==> src/sv/sfm_pkg.sv <==
`timescale 1ns / 1ps

package sfm_pkg;

	// Default sizing of the finder.
	localparam int unsigned PATTERN_MAX_DEF  = 16;
	localparam int unsigned OFFSET_WIDTH_DEF = 16;

	// Pattern storage is always sixteen bytes wide, as two 64-bit registers.
	localparam int unsigned PATTERN_BYTES    = 16;
	localparam int unsigned CFG_DATA_WIDTH   = 64;
	localparam int unsigned CFG_INDEX_WIDTH  = 2;
	localparam int unsigned CFG_LEN_WIDTH    = 5;

	// Register indexes on the configuration port.
	localparam logic [CFG_INDEX_WIDTH-1:0] REG_PATTERN_LOW  = 2'd0;
	localparam logic [CFG_INDEX_WIDTH-1:0] REG_PATTERN_HIGH = 2'd1;
	localparam logic [CFG_INDEX_WIDTH-1:0] REG_PATTERN_LEN  = 2'd2;

	// Width of the result fields on the output word.
	localparam int unsigned RESULT_OFFSET_WIDTH = 16;

	// Pattern bytes, byte 0 in the lowest slot.
	typedef logic [PATTERN_BYTES-1:0][7:0] pattern_t;

	// Control broadcast to every window cell.
	typedef struct packed {
		logic advance;   // a text byte is taken this cycle
		logic clear;     // that byte ends the text, so the window empties
	} cell_ctrl_t;

endpackage

==> src/sv/sfm_cell.sv <==
`timescale 1ns / 1ps

// One cell of the window chain. It compares the byte handed in from its
// neighbour with the pattern byte that lines up with its place in the window,
// and on every accepted word it takes that byte into its own register (zero at text end).
module sfm_cell #(
	parameter int unsigned INDEX     = 0,
	parameter int unsigned LEN_WIDTH = 5
) (
	input  logic                  clk,
	input  logic                  arst_n,
	input  sfm_pkg::cell_ctrl_t   ctrl,
	input  logic [7:0]            byte_in,
	input  sfm_pkg::pattern_t     pattern,
	input  logic [LEN_WIDTH-1:0]  len,
	output logic [7:0]            byte_out,
	output logic                  eq
);

	localparam int unsigned SEL_WIDTH = ((LEN_WIDTH > 4) ? LEN_WIDTH : 4) + 1;

	logic [7:0]           byte_q;
	logic [SEL_WIDTH-1:0] sel;
	logic                 in_use;

	// The cell at window place INDEX meets pattern byte len-1-INDEX.
	always_comb begin
		in_use = SEL_WIDTH'(INDEX) < SEL_WIDTH'(len);
		sel    = SEL_WIDTH'(len) - SEL_WIDTH'(INDEX) - SEL_WIDTH'(1);
		eq     = !in_use || (byte_in == pattern[sel[3:0]]);
	end

	// Window register, emptied when the text ends.
	always_ff @(posedge clk or negedge arst_n) begin
		if (!arst_n) begin
			byte_q <= '0;
		end else if (ctrl.advance) begin
			byte_q <= ctrl.clear ? 8'd0 : byte_in;
		end
	end

	assign byte_out = byte_q;

endmodule

==> src/sv/substring_first_match_finder.sv <==
`timescale 1ns / 1ps

// Channel     Dir  Width  Contents (lowest bit first)
// s_axis      in   8      text_byte
// m_axis      out  24     match_found, match_offset[15:0], text_too_long, zero fill
// cfg         in   64     index 0 pattern low bytes, 1 pattern high bytes, 2 length
//
// The whole window is compared in parallel by a chain of PATTERN_MAX cells,
// so one word is accepted in every cycle while the input is not held back.
// A result word is registered and appears in the cycle after the terminating zero byte.
// A stalled result only holds the input back when the output register is full
// and not being taken in the same cycle.
// Reset clears the window, the position counter, the match record and the
// pattern registers; no clearing pass is needed.
module substring_first_match_finder #(
	parameter int unsigned PATTERN_MAX  = sfm_pkg::PATTERN_MAX_DEF,
	parameter int unsigned OFFSET_WIDTH = sfm_pkg::OFFSET_WIDTH_DEF
) (
	input  logic                                clk,
	input  logic                                arst_n,
	// Text input.
	input  logic                                s_axis_tvalid,
	output logic                                s_axis_tready,
	input  logic [7:0]                          s_axis_tdata,   // text_byte
	// Result output.
	output logic                                m_axis_tvalid,
	input  logic                                m_axis_tready,
	// match_found, match_offset[15:0], text_too_long, zero fill to 24 bits
	output logic [23:0]                         m_axis_tdata,
	// Configuration writes.
	input  logic                                cfg_we,
	input  logic [sfm_pkg::CFG_INDEX_WIDTH-1:0] cfg_index,
	input  logic [sfm_pkg::CFG_DATA_WIDTH-1:0]  cfg_data
);

	localparam int unsigned LEN_WIDTH = $clog2(PATTERN_MAX + 1);
	localparam int unsigned RW        = sfm_pkg::RESULT_OFFSET_WIDTH;

	logic [sfm_pkg::CFG_DATA_WIDTH-1:0] pat_lo_q;
	logic [sfm_pkg::CFG_DATA_WIDTH-1:0] pat_hi_q;
	logic [sfm_pkg::CFG_LEN_WIDTH-1:0]  pat_len_q;

	sfm_pkg::pattern_t      pattern;
	logic [LEN_WIDTH-1:0]   len_cap;
	logic [LEN_WIDTH-1:0]   len_eff;

	logic [OFFSET_WIDTH:0]   pos_q;
	logic                    found_q;
	logic [OFFSET_WIDTH-1:0] first_q;

	logic                    out_valid_q;
	logic                    out_found_q;
	logic [RW-1:0]           out_offset_q;
	logic                    out_long_q;

	logic                    in_acc;
	logic                    term;
	logic                    below_limit;
	logic                    at_or_below_limit;
	logic                    hit;
	logic [OFFSET_WIDTH-1:0] hit_offset;
	logic [OFFSET_WIDTH+RW-1:0] first_ext;

	sfm_pkg::cell_ctrl_t     ctrl;
	logic [7:0]              win [PATTERN_MAX+1];
	logic [PATTERN_MAX-1:0]  eq;

	// Configuration registers.
	always_ff @(posedge clk or negedge arst_n) begin
		if (!arst_n) begin
			pat_lo_q  <= '0;
			pat_hi_q  <= '0;
			pat_len_q <= '0;
		end else if (cfg_we) begin
			unique case (cfg_index)
				sfm_pkg::REG_PATTERN_LOW:  pat_lo_q  <= cfg_data;
				sfm_pkg::REG_PATTERN_HIGH: pat_hi_q  <= cfg_data;
				sfm_pkg::REG_PATTERN_LEN:
					pat_len_q <= cfg_data[sfm_pkg::CFG_LEN_WIDTH-1:0];
				default: ;
			endcase
		end
	end

	assign pattern = {pat_hi_q, pat_lo_q};

	// Used length: capped at the cell count and cut at the first zero byte.
	always_comb begin
		if (int'(pat_len_q) > int'(PATTERN_MAX)) begin
			len_cap = LEN_WIDTH'(PATTERN_MAX);
		end else begin
			len_cap = LEN_WIDTH'(pat_len_q);
		end
		len_eff = len_cap;
		for (int k = PATTERN_MAX - 1; k >= 0; k--) begin
			if ((k < int'(len_cap)) && (pattern[k] == 8'd0)) begin
				len_eff = LEN_WIDTH'(k);
			end
		end
	end

	// Handshake: the output register frees itself when taken.
	assign s_axis_tready = !out_valid_q || m_axis_tready;
	assign in_acc        = s_axis_tvalid && s_axis_tready;
	assign term          = in_acc && (s_axis_tdata == 8'd0);

	assign ctrl.advance = in_acc;
	assign ctrl.clear   = term;

	// Window chain: place 0 is the incoming byte, cell k stores it for k+1.
	assign win[0] = s_axis_tdata;

	for (genvar k = 0; k < PATTERN_MAX; k++) begin : g_cell
		sfm_cell #(
			.INDEX     (k),
			.LEN_WIDTH (LEN_WIDTH)
		) u_cell (
			.clk      (clk),
			.arst_n   (arst_n),
			.ctrl     (ctrl),
			.byte_in  (win[k]),
			.pattern  (pattern),
			.len      (len_eff),
			.byte_out (win[k+1]),
			.eq       (eq[k])
		);
	end

	// Match decision for the current byte.
	always_comb begin
		below_limit       = !pos_q[OFFSET_WIDTH];
		at_or_below_limit = below_limit || (pos_q[OFFSET_WIDTH-1:0] == '0);
		hit = (len_eff != '0) && (&eq) && !found_q && below_limit
			&& (s_axis_tdata != 8'd0);
		hit_offset = pos_q[OFFSET_WIDTH-1:0] + OFFSET_WIDTH'(1)
			- OFFSET_WIDTH'(len_eff);
		first_ext  = {{RW{1'b0}}, first_q};
	end

	// Per-text state: position counter and first match.
	always_ff @(posedge clk or negedge arst_n) begin
		if (!arst_n) begin
			pos_q   <= '0;
			found_q <= 1'b0;
			first_q <= '0;
		end else if (term) begin
			pos_q   <= '0;
			found_q <= 1'b0;
			first_q <= '0;
		end else if (in_acc) begin
			if (at_or_below_limit) begin
				pos_q <= pos_q + (OFFSET_WIDTH+1)'(1);
			end
			if (hit) begin
				found_q <= 1'b1;
				first_q <= hit_offset;
			end
		end
	end

	// Output register valid flag.
	always_ff @(posedge clk or negedge arst_n) begin
		if (!arst_n) begin
			out_valid_q <= 1'b0;
		end else if (term) begin
			out_valid_q <= 1'b1;
		end else if (m_axis_tready) begin
			out_valid_q <= 1'b0;
		end
	end

	// Output register payload, loaded on the terminating byte.
	always_ff @(posedge clk) begin
		if (term) begin
			out_long_q <= !at_or_below_limit;
			if (len_eff == '0) begin
				out_found_q  <= 1'b1;
				out_offset_q <= '0;
			end else begin
				out_found_q  <= found_q;
				out_offset_q <= found_q ? first_ext[RW-1:0] : '0;
			end
		end
	end

	assign m_axis_tvalid = out_valid_q;
	assign m_axis_tdata  = {6'd0, out_long_q, out_offset_q, out_found_q};

	// The terminating byte empties the whole chain down to its last cell and clears the text state.
	a_chain_cleared: assert property (@(posedge clk) disable iff (!arst_n)
		term |=> (win[PATTERN_MAX] == 8'd0) && (pos_q == '0) && !found_q)
		else $error("window or text state not cleared after end of text");

	// A match is only ever recorded while the position is inside the range.
	a_record_in_range: assert property (@(posedge clk) disable iff (!arst_n)
		$rose(found_q) |-> $past(!pos_q[OFFSET_WIDTH]))
		else $error("match recorded beyond the offset range");

	// A result with no match carries a zero offset.
	a_no_match_zero: assert property (@(posedge clk) disable iff (!arst_n)
		(out_valid_q && !out_found_q) |-> (out_offset_q == '0))
		else $error("offset set on a result without a match");

	// The input waits only while an untaken result sits in the output register.
	a_ready_rule: assert property (@(posedge clk) disable iff (!arst_n)
		!s_axis_tready |-> (out_valid_q && !m_axis_tready))
		else $error("input stalled without a pending result");

endmodule
==> config.mk <==
export PLATFORM = sky130hd
export DESIGN_NAME = substring_first_match_finder
export DESIGN_NICKNAME = d
export VERILOG_FILES = /design/src/sv/sfm_pkg.sv /design/src/sv/sfm_cell.sv /design/src/sv/substring_first_match_finder.sv
export SDC_FILE = /design/constraint.sdc
export NUM_CORES = 1
export LEC_CHECK = 0
export BUFFER_PORTS_ARGS = -buffer_cell sky130_fd_sc_hd__buf_2
export CAP_MARGIN = 40
export CORE_ASPECT_RATIO = 0.9
export CORE_UTILIZATION = 60
export CTS_CLUSTER_SIZE = 16
export DETAILED_ROUTE_END_ITERATION = 7
export MAX_ROUTING_LAYER = met4
export PLACE_DENSITY_LB_ADDON = 0.2
export SYNTH_ARGS = -nofsm -noshare
export SYNTH_HDL_FRONTEND = slang
export SYNTH_SLANG_ARGS = --single-unit
==> constraint.sdc <==
create_clock -name clk -period 18.1 [get_ports clk]
set_input_delay 3.62 -clock clk [delete_from_list [all_inputs] [get_ports clk]]
set_output_delay 3.62 -clock clk [all_outputs]
set_load 0.05 [all_outputs]
Yosys cells after proc, flatten, opt, wreduce, memory -nomap -nowiden
Index checks and enable logic that the tools add are counted.
- input bits: 79
- logic and storage cells: 294
- bits in registers: 306
- output and inout port bits: 26
- reduce and logical (&&, ||, !) cells: 93
- magnitude comparators: 49
- equality and inequality tests: 18
- muxes and demuxes: 75
- add/sub/neg operators: 33
- bitwise logic cells: 1
- operators with widths (kind ; number):
    8-bit binary-select mux with 4-bit select ; 16
    8-bit 2-to-1 mux ; 31
    8-bit zero test ; 17
    8-bit == test ; 16
    5-bit 2-to-1 mux ; 17
    4-bit by 5-bit less-than comparator with 1-bit output (first input constant) ; 16
    4-bit by 5-bit less-than comparator with 1-bit output (second input constant) ; 16
    4-bit by 1-bit subtractor with 4-bit output (second input constant) ; 16
    17-bit 2-to-1 mux ; 3
    16-bit 2-to-1 mux ; 3
    3-bit by 5-bit less-than comparator with 1-bit output (first input constant) ; 8
    4-bit subtractor (second input constant) ; 8
    1-bit logical AND ; 22
    1-bit zero test ; 20
    1-bit by 5-bit less-than comparator with 1-bit output (first input constant) ; 4
    2-bit by 5-bit less-than comparator with 1-bit output (first input constant) ; 4
    1-bit logical OR ; 18
    17-bit by 1-bit adder with 17-bit output (second input constant) ; 1
    16-bit by 1-bit adder with 16-bit output (second input constant) ; 1
    16-bit zero test ; 1
    16-bit AND reduction ; 1
    16-bit by 5-bit subtractor with 16-bit output ; 1
    4-bit by 3-bit subtractor with 4-bit output (second input constant) ; 4
    2-bit AND reduction ; 5
    12 further kinds ; 20

Depth between registers and ports, before layout
- depth in word-level cells: 34
- gate-level depth with buffers: 32
- depth with buffers taken out: 25

Cells and area by module
From an unflattened synthesis, not the netlist that was laid out.
- cell total of the unflattened synthesis: 2832
- area, all modules: 34286.6 µm²
- by module, submodules not included (module ; area an instance (µm²) ; sequential area each (µm²) ; cells each ; times used):
    substring_first_match_finder ; 9022.4 ; 4744.6 ; 747 ; 1
    sfm_cell at g_cell[15].u_cell ; 1739.2 ; 200.2 ; 156 ; 1
    sfm_cell at g_cell[12].u_cell ; 1667.8 ; 200.2 ; 151 ; 1
    sfm_cell at g_cell[14].u_cell ; 1654.1 ; 200.2 ; 151 ; 1
    sfm_cell at g_cell[3].u_cell ; 1635.3 ; 200.2 ; 149 ; 1
    sfm_cell at g_cell[9].u_cell ; 1599.0 ; 200.2 ; 116 ; 1
    sfm_cell at g_cell[1].u_cell ; 1587.8 ; 200.2 ; 115 ; 1
    sfm_cell at g_cell[7].u_cell ; 1581.5 ; 200.2 ; 137 ; 1
    sfm_cell at g_cell[5].u_cell ; 1557.7 ; 200.2 ; 111 ; 1
    sfm_cell at g_cell[4].u_cell ; 1554.0 ; 200.2 ; 120 ; 1
    sfm_cell at g_cell[10].u_cell ; 1549.0 ; 200.2 ; 126 ; 1
    sfm_cell at g_cell[0].u_cell ; 1544.0 ; 200.2 ; 118 ; 1
    sfm_cell at g_cell[6].u_cell ; 1535.2 ; 200.2 ; 124 ; 1
    sfm_cell at g_cell[11].u_cell ; 1531.5 ; 200.2 ; 145 ; 1
    3 more rows ; -- ; -- ; -- ; --

Least setup slack after synthesis
No wires, ideal clock.
- path type: input to output
- start: input port m_axis_tready
- end: output port s_axis_tready
- path slack: 10413 ps
- arrival time: 4067 ps
- stages: 1
- required time: 14480 ps
- path buffers: 0
- path through: nand2b_1
- longest elaborated chain between the ends: 1
- RTL lines (what ; RTL line ; RTL):
    start: declaration ; substring_first_match_finder.sv:27 ; input logic m_axis_tready,
    1-bit logical OR ; substring_first_match_finder.sv:103 ; assign s_axis_tready = !out_valid_q || m_axis_tready;
    end: declaration ; substring_first_match_finder.sv:23 ; output logic s_axis_tready,
Every way passes these cells.

Worst setup path in the final report
- start: register pat_lo_q[20] in the netlist's numbering
- end: register first_q[15]
- longest elaborated chain between the ends: 18
- elaborated cells on any way between the ends: 143
- those cells by class: add/sub: 31; order compare: 16; eq/ne: 16; mux: 38; reduce/logical: 42
- RTL lines (what ; RTL line ; RTL):
    start: declaration ; substring_first_match_finder.sv:39 ; logic [sfm_pkg::CFG_DATA_WIDTH-1:0] pat_lo_q;
    start signal: assignment ; substring_first_match_finder.sv:76 ; sfm_pkg::REG_PATTERN_LOW: pat_lo_q <= cfg_data;
    8-bit zero test ; substring_first_match_finder.sv:96 ; if ((k < int'(len_cap)) && (pattern[k] == 8'd0)) begin
    1-bit logical AND ; substring_first_match_finder.sv:96 ;
    5-bit 2-to-1 mux (3 in a row) ; substring_first_match_finder.sv:96 ;
    4-bit by 1-bit subtractor with 4-bit output (tied with other cells) ; sfm_cell.sv:29 ; sel = SEL_WIDTH'(len) - SEL_WIDTH'(INDEX) - SEL_WIDTH'(1);
    4-bit by 1-bit subtractor with 4-bit output ; sfm_cell.sv:29 ;
    8-bit binary-select mux with 4-bit select ; sfm_cell.sv:30 ; eq = !in_use || (byte_in == pattern[sel[3:0]]);
    8-bit 2-to-1 mux (implied by the code) ; sfm_cell.sv:30 ;
    8-bit == test ; sfm_cell.sv:30 ;
    1-bit logical OR ; sfm_cell.sv:30 ;
    16-bit AND reduction ; substring_first_match_finder.sv:133 ; hit = (len_eff != '0) && (&eq) && !found_q && below_limit
    1-bit logical AND (3 in a row) ; substring_first_match_finder.sv:133 ;
    1-bit logical AND ; substring_first_match_finder.sv:134 ; && (s_axis_tdata != 8'd0);
    2-bit nonzero test (no line) ; -- ;
    2-bit AND reduction (no line) ; -- ;
    end signal: assignment ; substring_first_match_finder.sv:156 ; first_q <= hit_offset;
    end: declaration ; substring_first_match_finder.sv:49 ; logic [OFFSET_WIDTH-1:0] first_q;
Several ways; a longest one is shown, not always the timed one. The select of a mux whose other input is x is not followed.
A chain may end at the register's enable or synchronous reset.

==> results.toml <==
[setup_path]
path_max_fanout = 38
startpoint_type = "register"
cp.arrival_ps = 9760
crit_path_end_kind = "register"
path_class = "register to register"
worstPathRequired_ps = 18580

[logic_synthesis]
synth_edf_count = 18
syn_area_um2 = 24900
synthTopCellsByArea = "dfrtp_1 (29%), mux2i_1 (11%), mux4_2 (7.1%)"
synth-seq-cells = 306
yosysTopAreaCellShare_pct = 28.9
async_flop_share_pct = 94.1
avgSynthCellArea_um2 = 10.1
ys_top_cells_by_count = "dfrtp_1 (288), mux2i_1 (281), mux2_2 (154)"
yosysSeqAreaShare_pct = 31.1
synth_cell_types = 100
yosys.area.top_type = "dfrtp_1"
post-synth-top-count-cell = "dfrtp_1"
ys.flop_type = "dfrtp_1"
syn_inst = 2461
yosys_warnings = 0

[placement]
gp_congestion = 1.18
dpl.cell_count = 2966
place.detailed.hpwl_um = 81200
io_buffers = 98
dp_slack_ps = 9320

[sta]
setup-violations-final = 0
finalSetupTns_ps = 0
skew_ps = 8.14
final_max_slew_viol_count = 0
fmax_mhz = 108
grt_setup_unrepaired = "no"
worst_slack_ps = 8820
min_period_over_period_pct = 51.3
hold_viol_final = 0
worstMarginPinSlew_ps = 1170
fin_crit_ps = 9280
max-slew-margin-rel_pct = 21.7

[clock_tree]
clk_path_buf_depth = 3
path_clk_slew_ps = 60
postCtsResizedCells = 0
holdBufCountCts = 0
cts-root-buf = "clkbuf_16"
cts_tree = "yes"
cts.sinks = 306
cts_setup_buffers = 0
cts_made_buffers = 31
clk_latency_ps = 620
h-tree-depth = 1

[power_and_ir_drop]
vdd_drop_max_uv = 116
total_power_mw = 5.05
p_leak_nw = 11.7
power_density_nw_per_um2 = 188

[run]
cap_violations = 0

[global_routing]
grt_antenna_before_repair = 4
grt_max_degree = 96
gr-total-overflow = 0
grt_pass1_vias = 22100
grtUsageTotal_pct = 51.4
grt_pass1_wl_um = 154000

[route]
dr.pass1.iters = 8
via_count = 23600
drt-initial-drc-count = 4012
viasPerCell = 7.76
antenna_left = 0
remaining_drc_errors = 56
wl_um = 106000
wl_per_cell_um = 35.0

[layout]
fin_cells = 3038
drive_above_1_share_pct = 21.0
num-fill-cells = 3139
seq_area_um2 = 7750
postLayoutCoreUtil_pct = 65.8
multiInputGateArea_um2 = 16100
area_growth_pct = 7.87
fin_nets = 2593

[floorplanning]
die_h_um = 195
num_io_pins = 105
fp.dieW_um = 217
dieArea_um2 = 42300
initial_core_util_pct = 61.0
core_um2 = 40800
placementRows = 70

[worst_hold_path]
hold_path_class = "register to register"

[status]
status = "finished with violations"
violations = "DRC"
[layout make-up]
type	instances	area share, %
Timing Repair Buffer	175	4.23
Tap cell	540	2.51
Antenna cell	7	0.0652
Sequential cell	306	28.8
Clock buffer	47	3.37
Clock inverter	10	0.638
Multi-Input combinational cell	1911	59.8
Inverter	42	0.596
[flip-flops by register name, summed over array words and instances, names as in the netlist]
| signal | flops |
|---|---|
| first_q | 16 |
| found_q | 1 |
| g_cell.u_cell.byte_out | 120 |
| m_axis_tvalid | 1 |
| out_found_q | 1 |
| out_long_q | 1 |
| out_offset_q | 16 |
| pat_hi_q | 64 |
| pat_len_q | 5 |
| pat_lo_q | 64 |
| pos_q | 17 |
[per-stage QoR]
stage	hold WS [ps]	area [µm²]
floorplan	464	24900
global placement	512	25600
detailed placement	521	25700
CTS	535	26800
global route	560	26900
finish	532	26900
[placed cells by master, fill, tap and decap left out, drive strengths merged, types with 13 or more instances in the layout]
cell	Yosys	layout
o22ai	13	13
a21o	15	15
nand3	89	89
a2111oi	13	13
a21oi	107	107
nor2	87	87
nand2	129	129
o211ai	22	22
xor2	81	81
nor4	49	49
a22o	119	119
mux2	155	155
mux4	79	79
and3	28	28
a31oi	23	23
ha	46	46
o21ai	70	70
edfxtp	18	18
and2	27	27
a22oi	35	35
buf	101	169
clkbuf	106	53
nor3	43	43
nand2b	17	17
inv	42	43
nand4	22	22
xnor2	92	92
dfrtp	288	288
a211oi	70	70
mux2i	282	282
a221oi	25	25
[worst max-delay path, cell delays in order, from the launching register on]
cell and delay [ps]:
dfrtp_1 460, nor4_1 690, o211ai_1 340, a21oi_1 840, nor2_1 320, o21ai_4 140, buf_4 450, ha_1 870
o21ai_0 270, o21a_1 180, buf_4 260, nand2_2 320, buf_4 560, a211oi_1 160, a31o_2 320, mux4_2 560
xnor2_1 160, or4_1 550, o21ai_1 220, nor4b_2 290, nand4_1 530, nor2_2 440, a211oi_1 130
[where the power goes]
part           internal [mW]  leakage [nW]  switching [mW]  total, mW
Sequential             0.806          3.78           0.263       1.07
Combinational           1.28          7.42            2.02       3.30
Clock                  0.402         0.525           0.284      0.685
[cell families after synthesis]
logic type      synth area share (%)
compound gates                  18.5
mux                             25.5
buf+inv                         4.78
simple gates                    11.7
other cells                   0.0151
flops                           31.1
xor+xnor                        6.08
fa+ha+maj                       2.39
[per-layer routing]
metal / vias up / share of wire, % / track usage (%)
li1: 9497 / - / -
met5: - / 0 / -
met4: 0 / 7.1 / 28.3
met3: 413 / 16 / 18.5
met1: 11600 / 37 / 67.9
met2: 2063 / 40 / 67.8
[final timing paths]
| path | startpoint | end | slack [ps] | cells past startpoint |
|---|---|---|---|---|
| setup / recovery | pat_lo_q[20] | first_q[15] | 8820 | 22 |
| hold / removal | g_cell[0].u_cell.byte_out[5] | g_cell[1].u_cell.byte_out[5] | 530 | 1 |
| setup reg to reg | pat_lo_q[20] | first_q[15] | 8820 | 22 |
| hold reg to reg | g_cell[0].u_cell.byte_out[5] | g_cell[1].u_cell.byte_out[5] | 530 | 1 |
| max in group asynchronous | arst_n | first_q[8] | 13080 | 3 |
| min in group asynchronous | arst_n | pat_hi_q[14] | 2970 | 1 |
Power figures use the tool's default switching activity.
